### src/hdl/chct_pkg.sv
// Shared constants for the chained hash color table: field widths, operation
// and configuration register codes, and default sizes for the top level.
// No dependencies; chct_hash and the top level import this package.
package chct_pkg;

  localparam int KEY_W      = 32;
  localparam int COLOR_W    = 32;
  localparam int OP_W       = 2;
  localparam int CHARS_W    = 3;
  localparam int LIMIT_W    = 11;
  localparam int CFG_IDX_W  = 2;
  localparam int CFG_DATA_W = 11;

  // Width that holds any bucket count or entry limit in the parameter range.
  localparam int NEED_W = 17;

  localparam int DEF_MAX_ENTRIES   = 1024;
  localparam int DEF_MAX_BUCKETS   = 1024;
  localparam int DEF_MIN_BUCKETS   = 256;
  localparam int DEF_MAX_KEY_CHARS = 4;

  localparam logic [OP_W-1:0] OP_CLEAR  = 2'd0;
  localparam logic [OP_W-1:0] OP_INSERT = 2'd1;
  localparam logic [OP_W-1:0] OP_LOOKUP = 2'd2;

  localparam logic [CFG_IDX_W-1:0] CFG_KEY_CHARS   = 2'd0;
  localparam logic [CFG_IDX_W-1:0] CFG_ENTRY_LIMIT = 2'd1;

  localparam logic [CHARS_W-1:0] RST_KEY_CHARS   = 3'd1;
  localparam logic [LIMIT_W-1:0] RST_ENTRY_LIMIT = 11'd1024;

endpackage

### src/hdl/chct_hash.sv
// Bucket hash unit: hash*33 plus each key byte, kept to the bucket index width,
// masked to the current bucket count; also gives the key compare byte mask.
// Depends on chct_pkg.
module chct_hash #(
  parameter int MAX_BUCKETS   = chct_pkg::DEF_MAX_BUCKETS,
  parameter int MIN_BUCKETS   = chct_pkg::DEF_MIN_BUCKETS,
  parameter int MAX_KEY_CHARS = chct_pkg::DEF_MAX_KEY_CHARS
) (
  input  logic [chct_pkg::KEY_W-1:0]              key,
  input  logic [chct_pkg::CHARS_W-1:0]            key_chars,
  input  logic [chct_pkg::NEED_W-1:0]             limit,
  output logic [$clog2(MAX_BUCKETS+1)-2:0]        bucket,
  output logic [chct_pkg::KEY_W-1:0]              cmp_mask
);
  import chct_pkg::*;

  localparam int BKT_W    = $clog2(MAX_BUCKETS + 1) - 1;
  localparam int CHAR_CAP = (MAX_KEY_CHARS < 4) ? MAX_KEY_CHARS : 4;
  localparam logic [NEED_W-1:0] CAP_MASK  = NEED_W'((1 << BKT_W) - 1);
  localparam logic [NEED_W-1:0] MIN_NEED  = NEED_W'(MIN_BUCKETS);

  logic [CHARS_W-1:0] nchars;
  logic [BKT_W-1:0]   hash;
  logic [NEED_W-1:0]  need;
  logic [NEED_W-1:0]  smear;
  logic [NEED_W-1:0]  mask;

  always_comb begin
    nchars = key_chars;
    if (nchars == '0) begin
      nchars = CHARS_W'(1);
    end
    if (nchars > CHARS_W'(CHAR_CAP)) begin
      nchars = CHARS_W'(CHAR_CAP);
    end
  end

  // Only the low BKT_W bits of the 32-bit hash ever reach the bucket index,
  // so the running hash is kept at that width.
  always_comb begin
    hash = '0;
    for (int i = 0; i < 4; i++) begin
      if (CHARS_W'(i) < nchars) begin
        hash = hash + (hash << 5) + BKT_W'(key[8*i +: 8]);
      end
    end
  end

  always_comb begin
    for (int i = 0; i < 4; i++) begin
      cmp_mask[8*i +: 8] = (CHARS_W'(i) < nchars) ? 8'hff : 8'h00;
    end
  end

  // Smallest power of two at or above the need, minus one, capped at the
  // bucket memory size.
  always_comb begin
    need  = (limit > MIN_NEED) ? limit : MIN_NEED;
    smear = need - NEED_W'(1);
    smear = smear | (smear >> 1);
    smear = smear | (smear >> 2);
    smear = smear | (smear >> 4);
    smear = smear | (smear >> 8);
    smear = smear | (smear >> 16);
    mask  = (smear > CAP_MASK) ? CAP_MASK : smear;
  end

  assign bucket = hash & mask[BKT_W-1:0];

endmodule
### config.mk
export PLATFORM = sky130hd
export DESIGN_NAME = chct_hash
export DESIGN_NICKNAME = d
export VERILOG_FILES = /design/src/hdl/chct_pkg.sv /design/src/hdl/chct_hash.sv
export SDC_FILE = /design/constraint.sdc
export NUM_CORES = 1
export LEC_CHECK = 0
export BUFFER_PORTS_ARGS = -buffer_cell sky130_fd_sc_hd__buf_2
export CAP_MARGIN = 5
export CORE_MARGIN = 8
export CORE_UTILIZATION = 52
export DETAILED_ROUTE_END_ITERATION = 8
export GPL_TIMING_DRIVEN = 0
export PLACE_DENSITY = 0.89
export SYNTH_ARGS = -nofsm -noshare
export SYNTH_HDL_FRONTEND = slang
export SYNTH_SLANG_ARGS = --single-unit
export TNS_END_PERCENT = 50
### constraint.sdc
create_clock -name vclk -period 8.1
set_clock_uncertainty 0.2 [all_clocks]
set_input_delay 0.81 -clock vclk [all_inputs]
set_output_delay 0.81 -clock vclk [all_outputs]
set_load 0.01 [all_outputs]
==> impl_metrics.csv, run 1 <==
group,metric,value,unit
timing,rsz0062_at_grt,"no",
clocking,post-cts-setup-buffers,0,
global_route,grt_use_total,17.48,%
placement,gp_congestion,0.8950,
drt,wirelength,6071,um
placement,dpl_cell_area,2804,um2
worst_setup_path,worst_setup_path_start_kind,"primary input",
power_and_ir_drop,power,0.6814,mW
hold_path,hold_class,"in2out",
status,status,"completed",
timing,period_minus_slack,7.504,ns
logic_synthesis,netlist_area,2282,um2
drt,routedWlPerCell,13.40,um
global_route,grt_pass1_wl,9936,um
logic_synthesis,synth_area_leader_cell,"ha_1",
clocking,post_cts_resize_count,0,
power_and_ir_drop,power_density,243.0,nW/um2
drt,drt_iter0_drc,134,
cells_and_area,synthToLayoutAreaGrowth,22.86,%
global_route,grt_pass1_vias,2378,
cells_and_area,seq_area,0,um2
cells_and_area,drive_above_1_share,30.17,%
timing,relSlewSlack,52.26,%
logic_synthesis,synth-compound-area-share,18.70,%
timing,timing.fmax,0.1333,GHz
worst_setup_path,crit_fanout,4,
timing,fin_crit_sh,92.65,%
logic_synthesis,synthAdderAreaFrac,33.55,%
logic_synthesis,yosysWarnings,0,
drt,ant_nets,0,
logic_synthesis,synth_top_cell_area_share,23.03,%
logic_synthesis,synth_mux_area_share,2.248,%
power_and_ir_drop,irDropWorstVdd,0.1518,mV
run,maxCapViolCount,0,
timing,fin_tns_setup,0,ns
timing,setup_viol,0,
drt,drc,0,
logic_synthesis,ys_top_cells_by_area,"ha_1 23%, fa_1 11%, buf_4 9.5%",
die,pin_count,94,
die,rows,24,
worst_setup_path,setup.worst_path.class,"in2out",
die,core,4294,um2
logic_synthesis,synth_xor_area_share,9.320,%
global_route,overflow,0,
die,start_util,53.15,%
logic_synthesis,synthCells,308,
global_route,grt_max_degree,18,
logic_synthesis,yosys.area_share.simple,18.91,%
logic_synthesis,synth_top_family_by_area,"adder cells",
die,dieArea,6765,um2
timing,hold_slack,1.858,ns
global_route,antenna_found_initial,0,
cells_and_area,clock_buffers,0,
logic_synthesis,synthDistinctLibCells,49,
worst_setup_path,crit_path_end_kind,"output pin",
timing,hold_violations,0,
drt,dr_total_vias,2397,
cells_and_area,finish.instance_area,2804,um2
cells_and_area,utilization,65.30,%
drt,drt_first_pass_iters,4,
clocking,ctsHoldBuffers,0,
worst_setup_path,arrival,6.49,ns
placement,io_buffers,86,
logic_synthesis,avgSynthCellArea,7.410,um2
cells_and_area,fin_nets,509,
power_and_ir_drop,p_leak,1.475,nW
drt,vias_per_cell,5.291,
logic_synthesis,synth-seq-area-share,0,%
die,fp.dieH,82.25,um
worst_setup_path,crit_required,7.09,ns
timing,worstMarginPinSlew,0.7161,ns
die,fp.dieW,82.25,um
placement,dp_hpwl,5349,um
cells_and_area,nFlopsAndLatches,0,
cells_and_area,diodes,0,
timing,final-max-slew-violation-count,0,
[worst paths after layout]
path | endpoint | startpoint | slack [ns] | cells after the start
min | bucket[0] | key[24] | 1.86 | 5
max | bucket[9] | key[1] | 0.60 | 26
[critical path, stage by stage]
cell	delay (ns)
buf_2	0.12
ha_1	0.28
ha_1	0.17
inv_1	0.06
fa_1	0.41
xor2_1	0.17
o21ai_0	0.48
ha_1	0.35
ha_1	0.35
a21oi_1	0.19
a21oi_1	0.09
o21ai_0	0.22
nor2b_1	0.22
xnor2_1	0.14
a21oi_1	0.14
fa_1	0.57
inv_1	0.04
ha_1	0.33
o21ai_0	0.17
nand2b_1	0.10
a31oi_1	0.23
xnor2_1	0.16
xnor2_1	0.09
a22oi_1	0.24
mux2i_1	0.21
buf_2	0.16
[synth_stat cells, drive strengths merged (4+ instances only)]
| cell type | n |
|---|---|
| inv | 35 |
| nand2b | 5 |
| ha | 42 |
| or3 | 4 |
| buf | 29 |
| nor2b | 6 |
| a21oi | 20 |
| fa | 12 |
| o21ai | 26 |
| nor3 | 9 |
| mux2i | 4 |
| nand2 | 15 |
| xor2 | 5 |
| xnor2 | 14 |
| nor2 | 21 |
| clkbuf | 11 |
| nor4 | 4 |
[final cells by class]
| cell class | instances | area, um2 |
|---|---|---|
| repair buffers | 86 | 430.4 |
| fillers | 392 | 1490 |
| inverters | 35 | 131.4 |
| plain buffers | 40 | 259.0 |
| multi-input cells | 240 | 1918 |
| well taps | 52 | 65.06 |
[logic make-up (layout without fill, tap and decap cells)]
family / Yosys count / count (layout)
other: 1 / 8
muxes: 5 / 5
and+or+nand+nor: 81 / 81
AOI/OAI and AO/OA: 71 / 71
buffers and inverters: 75 / 161
adders and majority gates: 54 / 54
xor gates and xnor gates: 21 / 21
[cell usage in the layout, fill, tap and decap left out, types with 2 or more instances in the layout]
| master | Yosys | layout |
|---|---|---|
| xor2_1 | 5 | 5 |
| nor2_1 | 21 | 21 |
| conb_1 | 1 | 8 |
| ha_1 | 42 | 42 |
| buf_2 | 0 | 86 |
| nor3b_1 | 2 | 2 |
| clkbuf_1 | 11 | 11 |
| nor3_1 | 9 | 9 |
| xnor2_1 | 14 | 14 |
| o21a_1 | 3 | 3 |
| nor2b_1 | 6 | 6 |
| nand2_1 | 15 | 15 |
| a21oi_1 | 19 | 19 |
| or3_1 | 3 | 3 |
| mux2i_1 | 4 | 4 |
| o21bai_1 | 3 | 3 |
| nand3_1 | 3 | 3 |
| inv_1 | 35 | 35 |
| o21ai_0 | 26 | 26 |
| nor4_1 | 4 | 4 |
| a211oi_1 | 3 | 3 |
| and2_1 | 3 | 3 |
| fa_1 | 12 | 12 |
| buf_4 | 29 | 29 |
| a21o_1 | 3 | 3 |
| a31oi_1 | 3 | 3 |
| or4_1 | 2 | 2 |
| nand2b_1 | 5 | 5 |
[routing by layer]
layer	global-route usage, %	vias to the layer above	wire (um)
li1	-	1220	-
met1	21.42	1079	2574
met2	32.65	96	2937
met3	2.273	2	552
met4	1.228	0	7
met5	0	-	0
[metrics by stage]
stage	worst slack (ns)	instances
6_report	0.5955	453
5_1_grt	0.05420	453
4_1_cts	0.6646	453
3_5_place_dp	0.6838	453
3_3_place_gp	0.7517	453
2_1_floorplan	1.285	315
[where the power goes]
group          switching [mW]  leakage (nW)  internal (mW)
Clock                       0             0              0
Sequential                  0             0              0
Combinational           0.355          1.48          0.326
Total                   0.355          1.48          0.326
Power figures use the tool's default switching activity.
==> run 2: changes to the inputs <==
--- a/config.mk
+++ b/config.mk
@@ -7,11 +7,13 @@
 export LEC_CHECK = 0
 export BUFFER_PORTS_ARGS = -buffer_cell sky130_fd_sc_hd__buf_2
 export CAP_MARGIN = 5
+export CELL_PAD_IN_SITES_DETAIL_PLACEMENT = 1
+export CELL_PAD_IN_SITES_GLOBAL_PLACEMENT = 2
 export CORE_MARGIN = 8
-export CORE_UTILIZATION = 52
+export CORE_UTILIZATION = 27
 export DETAILED_ROUTE_END_ITERATION = 8
 export GPL_TIMING_DRIVEN = 0
-export PLACE_DENSITY = 0.89
+export PLACE_DENSITY = 0.88
 export SYNTH_ARGS = -nofsm -noshare
 export SYNTH_HDL_FRONTEND = slang
 export SYNTH_SLANG_ARGS = --single-unit
==> impl_metrics.csv, run 2 (synthesis gave the netlist of run 1 again) <==
group,metric,value,unit
status,status,"completed",
die,rows,33,
power_and_ir_drop,p_leak,1.475,nW
run,maxCapViolCount,0,
cells_and_area,drive_above_1_share,30.17,%
global_route,overflow,0,
timing,period_minus_slack,7.456,ns
die,core,8217,um2
drt,drt_iter0_drc,53,
timing,setup_viol,0,
cells_and_area,layout_common_cells,"86 x buf_2, 42 x ha_1, 35 x inv_1",
timing,timing.fmax,0.1341,GHz
die,start_util,27.78,%
timing,fin_crit_sh,92.05,%
die,pin_count,94,
cells_and_area,seq_area,0,um2
cells_and_area,diodes,0,
clocking,ctsHoldBuffers,0,
timing,fin_tns_setup,0,ns
placement,dp_hpwl,6303,um
power_and_ir_drop,irDropWorstVdd,0.09333,mV
global_route,antenna_found_initial,0,
power_and_ir_drop,power,0.6803,mW
global_route,grt_max_degree,18,
worst_setup_path,worst_setup_path_start_kind,"primary input",
clocking,post-cts-setup-buffers,0,
clocking,post_cts_resize_count,0,
drt,dr_total_vias,2351,
worst_setup_path,crit_required,7.09,ns
cells_and_area,nFlopsAndLatches,0,
timing,relSlewSlack,51.59,%
drt,vias_per_cell,4.646,
placement,gp_congestion,0.7946,
cells_and_area,layout_commonest_cell,"buf_2",
worst_setup_path,crit_fanout,4,
drt,ant_nets,0,
worst_setup_path,setup.worst_path.class,"in2out",
hold_path,hold_class,"in2out",
global_route,grt_pass1_vias,2477,
drt,drc,0,
cells_and_area,clock_buffers,0,
power_and_ir_drop,power_density,237.0,nW/um2
worst_setup_path,arrival,6.45,ns
hold_path,hold_depth,5,
drt,drt_first_pass_iters,4,
timing,rsz0062_at_grt,"no",
timing,hold_violations,0,
worst_setup_path,crit_path_end_kind,"output pin",
global_route,grt_pass1_wl,11480,um
cells_and_area,utilization,34.93,%
timing,final-max-slew-violation-count,0,
global_route,grt_use_total,11.52,%
drt,wirelength,6879,um
timing,worstMarginPinSlew,0.7261,ns
cells_and_area,synthToLayoutAreaGrowth,25.77,%
die,dieArea,11650,um2
die,fp.dieW,107.9,um
drt,routedWlPerCell,13.59,um
cells_and_area,fin_nets,509,
die,fp.dieH,107.9,um
hold_path,hold_path.startpoint,"key[24]",
placement,io_buffers,86,
hold_path,whs_endpoint,"bucket[0]",
==> run 2: worst max-delay path, cell delays in order <==
cell,delay [ns]
buf_2,0.13
ha_1,0.28
ha_1,0.16
inv_1,0.05
fa_1,0.40
xor2_1,0.18
o21ai_0,0.50
ha_1,0.35
ha_1,0.35
a21oi_1,0.21
a21oi_1,0.09
o21ai_0,0.21
nor2b_1,0.20
xnor2_1,0.13
a21oi_1,0.13
fa_1,0.55
inv_1,0.04
ha_1,0.23
nor3_1,0.24
o21ai_0,0.15
a31oi_1,0.23
xnor2_1,0.17
xnor2_1,0.10
a22oi_1,0.22
mux2i_1,0.20
buf_2,0.16
==> run 2: area by class of cell <==
| class | instances | area, um2 |
|---|---|---|
| well taps | 105 | 131.4 |
| plain buffers | 40 | 259.0 |
| fillers | 1073 | 5346 |
| inverters | 35 | 131.4 |
| repair buffers | 86 | 430.4 |
| multi-input cells | 240 | 1918 |
==> run 2: where the power goes <==
group          total [mW]  leakage (nW)  internal [mW]  switching [mW]
clock                   0             0              0               0
sequential              0             0              0               0
combinational       0.680          1.48          0.326           0.354
total               0.680          1.48          0.326           0.354
==> run 2: layer usage <==
| metal | up-vias | track usage [%] | routed length (um) |
|---|---|---|---|
| li1 | 1210 | - | - |
| met1 | 1080 | 15.06 | 3203 |
| met2 | 59 | 20.83 | 3303 |
| met3 | 2 | 1.249 | 355 |
| met4 | 0 | 0.2973 | 17 |
| met5 | - | 0 | 0 |
==> run 2: worst max path at each step <==
stage                 from   endpoint  depth (start not counted)
finish              key[1]  bucket[9]                         26
global route        key[1]  bucket[9]                         26
CTS                 key[1]  bucket[9]                         26
detailed placement  key[1]  bucket[9]                         26
global placement    key[1]  bucket[9]                         26
floorplan           key[1]  bucket[9]                         24
==> run 2: per-stage QoR <==
| step | instances | instance area [um2] | worst slack [ns] | hold slack [ns] |
|---|---|---|---|---|
| floorplan | 315 | 2308 | 1.285 | 1.588 |
| global placement | 506 | 2870 | 0.6648 | 1.861 |
| detailed placement | 506 | 2870 | 0.6194 | 1.872 |
| CTS | 506 | 2870 | 0.6010 | 1.868 |
| global route | 506 | 2870 | 0.1463 | 1.878 |
| finish | 506 | 2870 | 0.6443 | 1.858 |
==> run 3: changes to the inputs <==
--- a/config.mk
+++ b/config.mk
@@ -8,12 +8,12 @@
 export BUFFER_PORTS_ARGS = -buffer_cell sky130_fd_sc_hd__buf_2
 export CAP_MARGIN = 5
 export CELL_PAD_IN_SITES_DETAIL_PLACEMENT = 1
-export CELL_PAD_IN_SITES_GLOBAL_PLACEMENT = 2
+export CELL_PAD_IN_SITES_GLOBAL_PLACEMENT = 1
 export CORE_MARGIN = 8
-export CORE_UTILIZATION = 27
+export CORE_UTILIZATION = 36
 export DETAILED_ROUTE_END_ITERATION = 8
 export GPL_TIMING_DRIVEN = 0
-export PLACE_DENSITY = 0.88
+export PLACE_DENSITY = 0.89
 export SYNTH_ARGS = -nofsm -noshare
 export SYNTH_HDL_FRONTEND = slang
 export SYNTH_SLANG_ARGS = --single-unit
==> impl_metrics.csv, run 3 (synthesis gave the netlist of run 1 again) <==
group,metric,value,unit
timing,relSlewSlack,50.55,%
global_route,grt_max_degree,18,
drt,ant_nets,0,
run,maxCapViolCount,0,
die,dieArea,9143,um2
power_and_ir_drop,irDropWorstVdd,0.1104,mV
timing,period_minus_slack,7.502,ns
cells_and_area,synthToLayoutAreaGrowth,24.23,%
timing,worstMarginPinSlew,0.7417,ns
global_route,grt_pass1_vias,2657,
clocking,post_cts_resize_count,0,
power_and_ir_drop,p_sw,0.3741,mW
hold_path,hold_class,"in2out",
clocking,ctsHoldBuffers,0,
power_and_ir_drop,p_leak,1.475,nW
power_and_ir_drop,seqPwrFrac,0,%
placement,dp_slack,0.6051,ns
timing,setup_viol,0,
placement,gp_congestion,0.8213,
die,start_util,36.57,%
worst_setup_path,crit_required,7.09,ns
die,fp.dieW,95.62,um
power_and_ir_drop,power_frac_clock,0,%
worst_setup_path,worst_setup_path_start_kind,"primary input",
cells_and_area,layout_commonest_cell,"buf_2",
worst_setup_path,crit_fanout,4,
worst_setup_path,setup.worst_path.class,"in2out",
cells_and_area,nFlopsAndLatches,0,
status,status,"completed",
drt,drc,0,
timing,final-max-slew-violation-count,0,
worst_setup_path,critPathMaxStageDelay,0.52,ns
drt,dr_total_vias,2448,
drt,routedWlPerCell,15.09,um
worst_setup_path,critPathCapture,"bucket[9]",
worst_setup_path,arrival,6.49,ns
die,pin_count,94,
cells_and_area,fin_nets,509,
power_and_ir_drop,p_int,0.3293,mW
worst_setup_path,crit_path_end_kind,"output pin",
drt,drt_iter0_drc,50,
timing,rsz0062_at_grt,"no",
cells_and_area,drive_above_1_share,30.17,%
cells_and_area,diodes,0,
worst_setup_path,slowest_stage,"or4_1",
global_route,overflow,0,
timing,hold_violations,0,
timing,fin_crit_sh,92.61,%
power_and_ir_drop,combinationalPowerShare,100.0,%
global_route,grt_pass1_wl,11810,um
worst_setup_path,path_delay_family,"adder cells",
cells_and_area,clock_buffers,0,
placement,io_buffers,86,
power_and_ir_drop,power_density,248.1,nW/um2
die,rows,29,
power_and_ir_drop,power,0.7034,mW
timing,timing.fmax,0.1333,GHz
timing,hold_slack,1.845,ns
drt,vias_per_cell,5.121,
power_and_ir_drop,switching_share,53.19,%
worst_setup_path,worstPathBufferInverterCount,6,
die,core,6241,um2
global_route,antenna_found_initial,0,
timing,finalWorstSetupSlack,0.5982,ns
timing,fin_tns_setup,0,ns
die,fp.dieH,95.62,um
drt,drt_first_pass_iters,4,
global_route,grt_use_total,15.31,%
placement,dp_hpwl,6518,um
cells_and_area,seq_area,0,um2
clocking,post-cts-setup-buffers,0,
worst_setup_path,cp-startpoint,"key[0]",
cells_and_area,layout_common_cells,"86 x buf_2, 42 x ha_1, 35 x inv_1",
drt,wirelength,7214,um
worst_setup_path,worst-path-stages,27,
[run 3: cell counts in the layout (fill, tap and decap cells not counted)]
No cell type changed its count.
[run 3: metal layers]
| metal | up-vias | GRT usage (%) | part of all wire [%] |
|---|---|---|---|
| met5 | - | 0 | 0 |
| met4 | 0 | 0.8963 | 0.50 |
| met3 | 4 | 1.575 | 6.3 |
| met2 | 66 | 29.66 | 50 |
| met1 | 1163 | 18.22 | 43 |
| li1 | 1215 | - | - |
[run 3: final cells by class]
type / instances / area [um2]
Buffer: 40 / 259.0
Fill cell: 824 / 3406
Inverter: 35 / 131.4
Multi-Input combinational cell: 240 / 1918
Tap cell: 77 / 96.34
Timing Repair Buffer: 86 / 430.4
[run 3: worst min-delay path by stage]
stage	from	endpoint	slack (ns)	cells after the start
floorplan	key_chars[2]	cmp_mask[24]	1.59	1
global placement	key[24]	bucket[0]	1.85	5
detailed placement	key[24]	bucket[0]	1.86	5
CTS	key[24]	bucket[0]	1.86	5
global route	key[24]	bucket[0]	1.89	5
finish	key[24]	bucket[0]	1.84	5
[run 3: per-stage QoR]
stage          util, %  std cells  area, um2
6_report         45.43        478       2835
5_1_grt          45.43        478       2835
4_1_cts          45.43        478       2835
3_5_place_dp     45.43        478       2835
3_3_place_gp     45.43        478       2835
2_1_floorplan        -        315       2308
[run 3: tightest hold or removal path: stages]
cell	delay, ns
buf_2	0.08
ha_1	0.12
nand2_1	0.04
o21ai_0	0.06
buf_2	0.13
[run 3: power groups by stage]
| stage | combinational (mW) | sequential [mW] | clock (mW) |
|---|---|---|---|
| global placement | 0.657 | 0 | 0 |
| global route | 0.782 | 0 | 0 |
| floorplan | 0.515 | 0 | 0 |
| detailed placement | 0.703 | 0 | 0 |
| finish | 0.703 | 0 | 0 |
| CTS | 0.706 | 0 | 0 |
